## src/hw/rtl/mssr_pkg.sv

```systemverilog
`timescale 1ns / 1ps
// ---------------------------------------------------------------------------
// mssr_pkg
// shared widths and stage records for the multiply-shift range reducer
// ---------------------------------------------------------------------------
package mssr_pkg;

   localparam int WORD_W     = 64;
   localparam int HALF_W     = WORD_W / 2;
   localparam int CELL_COUNT = WORD_W;   // one remainder bit per cell

   // record handed from cell to cell along the remainder chain
   typedef struct packed {
      logic              valid;
      logic              err;
      logic [WORD_W-1:0] word;
      logic [WORD_W-1:0] rng;
      logic [WORD_W-1:0] rem;
      logic [WORD_W-1:0] dvd;   // dividend bits not yet consumed, msb first
   } cell_type;

endpackage

```

## src/hw/rtl/mssr_cell.sv

```systemverilog
`timescale 1ns / 1ps
// ---------------------------------------------------------------------------
// mssr_cell
// one restoring division step of the threshold remainder chain
// ---------------------------------------------------------------------------
module mssr_cell (
   input  logic              clock,
   input  logic              reset,
   input  logic              enable,
   input  mssr_pkg::cell_type cell_in,
   output mssr_pkg::cell_type cell_out
);

   mssr_pkg::cell_type cell_ff;
   mssr_pkg::cell_type cell_next_in;
   logic [mssr_pkg::WORD_W:0] trial;
   logic [mssr_pkg::WORD_W:0] diff;

   always_comb begin
      trial = {cell_in.rem, cell_in.dvd[mssr_pkg::WORD_W-1]};
      diff  = trial - {1'b0, cell_in.rng};
      cell_next_in = cell_in;
      cell_next_in.dvd = {cell_in.dvd[mssr_pkg::WORD_W-2:0], 1'b0};
      if (trial >= {1'b0, cell_in.rng}) begin
         cell_next_in.rem = diff[mssr_pkg::WORD_W-1:0];
      end else begin
         cell_next_in.rem = trial[mssr_pkg::WORD_W-1:0];
      end
   end

   always_ff @(posedge clock) begin
      if (reset) begin
         cell_ff.valid <= 1'b0;
      end else if (enable) begin
         cell_ff.valid <= cell_next_in.valid;
      end
      if (enable) begin
         cell_ff.err  <= cell_next_in.err;
         cell_ff.word <= cell_next_in.word;
         cell_ff.rng  <= cell_next_in.rng;
         cell_ff.rem  <= cell_next_in.rem;
         cell_ff.dvd  <= cell_next_in.dvd;
      end
   end

   assign cell_out = cell_ff;

endmodule

```

## config.mk

```make
export PLATFORM = sky130hd
export DESIGN_NAME = mssr_cell
export DESIGN_NICKNAME = d
export VERILOG_FILES = /design/src/hw/rtl/mssr_pkg.sv /design/src/hw/rtl/mssr_cell.sv
export SDC_FILE = /design/constraint.sdc
export NUM_CORES = 1
export LEC_CHECK = 0
export ABC_AREA = 1
export BUFFER_PORTS_ARGS = -buffer_cell sky130_fd_sc_hd__buf_2
export CAP_MARGIN = 20
export CORE_AREA = 2 2 201 203
export DETAILED_ROUTE_END_ITERATION = 6
export DIE_AREA = 0 0 203 205
export PLACE_DENSITY = 0.74
export SYNTH_ARGS = -nofsm -noshare
export SYNTH_HDL_FRONTEND = slang
export SYNTH_SLANG_ARGS = --single-unit
```

## constraint.sdc

```tcl
create_clock -name clock -period 3.05 [get_ports clock]
set_clock_uncertainty 0.2 [all_clocks]
set_input_delay 0.915 -clock clock [delete_from_list [all_inputs] [get_ports clock]]
set_output_delay 0.915 -clock clock [all_outputs]
set_load 0.02 [all_outputs]
```

==> reports/qor.csv <==
metric,value,unit
post-cts-setup-buffers,0,
final_hpwl_dp,51.2,mm
route.detailed.drc,0,
initial_antenna_violation_count,5,
final.fill_count,3758,
std_cell_rows,73,
die_x,203,um
post-synth-top-area-cell,edfxtp_1,
sequential_cell_area_fraction_in_the_yosys_report,51.4,%
hp-class,input port to flop,
grt_first_pass_wirelength,88.7,mm
synthesis.area_per_instance,8.18,um2
finalPower,10.8,mW
synthesis.area,15000,um2
largest_reg_flops,257,
clkSlewWorstSetupHoldPaths,0.08,ns
gp_congestion,0.952,
detailedRoute.firstPassIterationCount,6,
port-buffer-count,517,
fin_crit_sh,96.1,%
placement.cell_area,20500,um2
grt_util_all_layers,28.6,%
critPathKind,input port to flop,
final_cell_area,21400,um2
worst_skew_pair.late_latency,0.56,ns
clk_path_buf_depth,3,
synth_mux_area_share,0.0667,%
worstHoldStart,reset,
via_per_inst,4.60,
synth-warning-count,0,
power.leakage,11.7,nW
syn_inst_count,1835,
hold_end,cell_out[257],
post_synth_most_frequent_cells,"nand2_1, inv_1, edfxtp_1",
post_synthesis_adder_cell_area_fraction,5.47,%
final_nets,2990,
tritoncts.num_buffers,28,
report.final.slew_viol_count,0,
power.density_cell_area,506,nW/um2
worstHoldPathCells,2,
synth_enable_flop_cells,256,
post_synth_num_cell_types,36,
detail-route-antenna-nets,0,
synth.most_common_cell,nand2_1,
yosys_register_bits,257,
setup_crit_end_kind,flop,
rsz0062_at_grt,no,
maxCapViolations,0,
irDropWorstVdd,0.371,mV
reg2reg_path_depth,2,
top_level_ports,519,
async_reset_ff_share,0,%
drt-wirelength-per-cell,19.1,um
wl,61.4,mm
dieArea,41600,um2
final.hold.worst_slack,0.299,ns
syn2layout_area_growth,42.8,%
total_of_hold_buffers_inserted_after_clock_tree_synthesis,0,
synth.top_cell.area_share,51.2,%
initial_core_util,38.1,%
crit_fanout,43,
worst-endpoint-required,3.18,ns
largest_net_degree_at_the_start_of_global_routing,60,
xor_xnor_share_of_the_synthesized_area,1.81,%
first_global_vias,14600,
syn_nets,2161,
setup-violations-final,0,
grt_overflow_total,0,
cp_startpoint_kind,input port,
rr_startpoint,cell_out[257],
die_h,205,um
htree_num_levels,1,
ff2ff_setup_slack,2.26,ns
core,39400,um2
worstReg2RegEnd,cell_out[257],
yosys.area_share.simple,28.7,%
yosys_most_used_dff,edfxtp_1,
clock_sink_count,257,
number_of_endpoints_with_negative_hold_slack_in_the_final_report,0,
clockRootBuffer,clkbuf_16,
cts-resized-gates,0,
layout_min_cycle_time,2.93,ns
post_route_cells_drive_above_1_share,34.1,%
count_of_vias_placed_by_the_detailed_router,14800,
worst_ep_arrival_time,3.06,ns
post_synth_main_area_contributors,"edfxtp_1, nand2_1, inv_1",
outcome,completed,
tritoncts,done,
drt-initial-drc-count,1038,
synth_top_family_by_area,simple AND/OR/NAND/NOR gates,
fmax,341,MHz
synth_compound_gate_area_share,1.65,%
[layout by cell type, fill, tap and decap left out, drive strengths merged, types with 2 or more instances in the layout]
master and n:
diode 4, nor2 115, xor2 31, inv 395, clkbuf 37, nor4 5
and3 4, bufinv 2, buf 818, and2 2, nand4 8, nor3 13
clkinv 10, nand2 709, edfxtp 256, a21oi 41, o21ai 4, nand3 145
clkinvlp 2, ha 64, nand3b 15
[per-stage QoR]
stage / worst slack (ns) / instances / utilization (%) / TNS, ns
after detailed placement: -0.521 / 3158 / 52.0 / -26.93
after global routing: 0.00430 / 3209 / 54.4 / 0
final: 0.120 / 3213 / 54.4 / 0
after CTS: 0.0757 / 3208 / 54.3 / 0
after global placement: -0.480 / 3158 / 52.0 / -24.96
after floorplan: 0.104 / 1835 / - / 0
[metal layers]
layer / share of wire (%) / track usage (%) / routed length, um / up-vias
li1: - / - / - / 7387
met1: 44 / 38.2 / 26800 / 6783
met2: 48 / 49.8 / 29600 / 527
met3: 6.6 / 3.95 / 4030 / 63
met4: 1.7 / 5.32 / 1040 / 6
met5: 0.050 / 0 / 31 / -
[critical path: stages]
cell     delay [ns]
buf_2          0.12
inv_1          0.06
ha_1           0.34
nand2_1        0.14
nor2_2         0.17
nand2_1        0.12
nor2_1         0.17
and2_1         0.21
nand3_2        0.10
nor2_4         0.12
nor2_4         0.07
buf_12         0.16
nand3_1        0.22
nand2_1        0.07
[cell type report]
| class | count | area [um2] | share of cell area [%] |
|---|---|---|---|
| Sequential cell | 257 | 7710 | 36.0 |
| Inverter | 395 | 1480 | 6.92 |
| Antenna cell | 4 | 10.0 | 0.0467 |
| Clock inverter | 14 | 125 | 0.584 |
| Timing Repair Buffer | 819 | 5000 | 23.3 |
| Multi-Input combinational cell | 1163 | 5690 | 26.6 |
| Tap cell | 525 | 657 | 3.07 |
| Clock buffer | 36 | 752 | 3.51 |
[where the power goes]
group	switching, mW	internal (mW)	leakage, nW	total (mW)
logic	1.90	1.17	8.73	3.08
registers	0.114	4.30	2.51	4.42
clock network	1.44	1.90	0.427	3.34
[logic make-up (layout without fill, tap and decap cells)]
kind of cell    after synthesis  count (layout)
compound gates               48              48
xor+xnor                     31              31
fa+ha+maj                    65              65
buf+inv                     415            1264
flops                       257             257
mux                           1               1
other cells                   1               5
simple gates               1017            1017
[worst max path at each step]
stage	slack [ns]	end	startpoint	cells after the start
2_1_floorplan	0.10	cell_out[113]	cell_in[179]	16
3_3_place_gp	-0.48	cell_out[120]	cell_in[160]	16
3_5_place_dp	-0.52	cell_out[120]	cell_in[160]	16
4_1_cts	0.08	cell_out[120]	cell_in[160]	16
5_1_grt	0.004	cell_out[120]	cell_in[151]	14
6_report	0.12	cell_out[120]	cell_in[151]	14
Note: power is estimated with default switching activity, not from simulation.
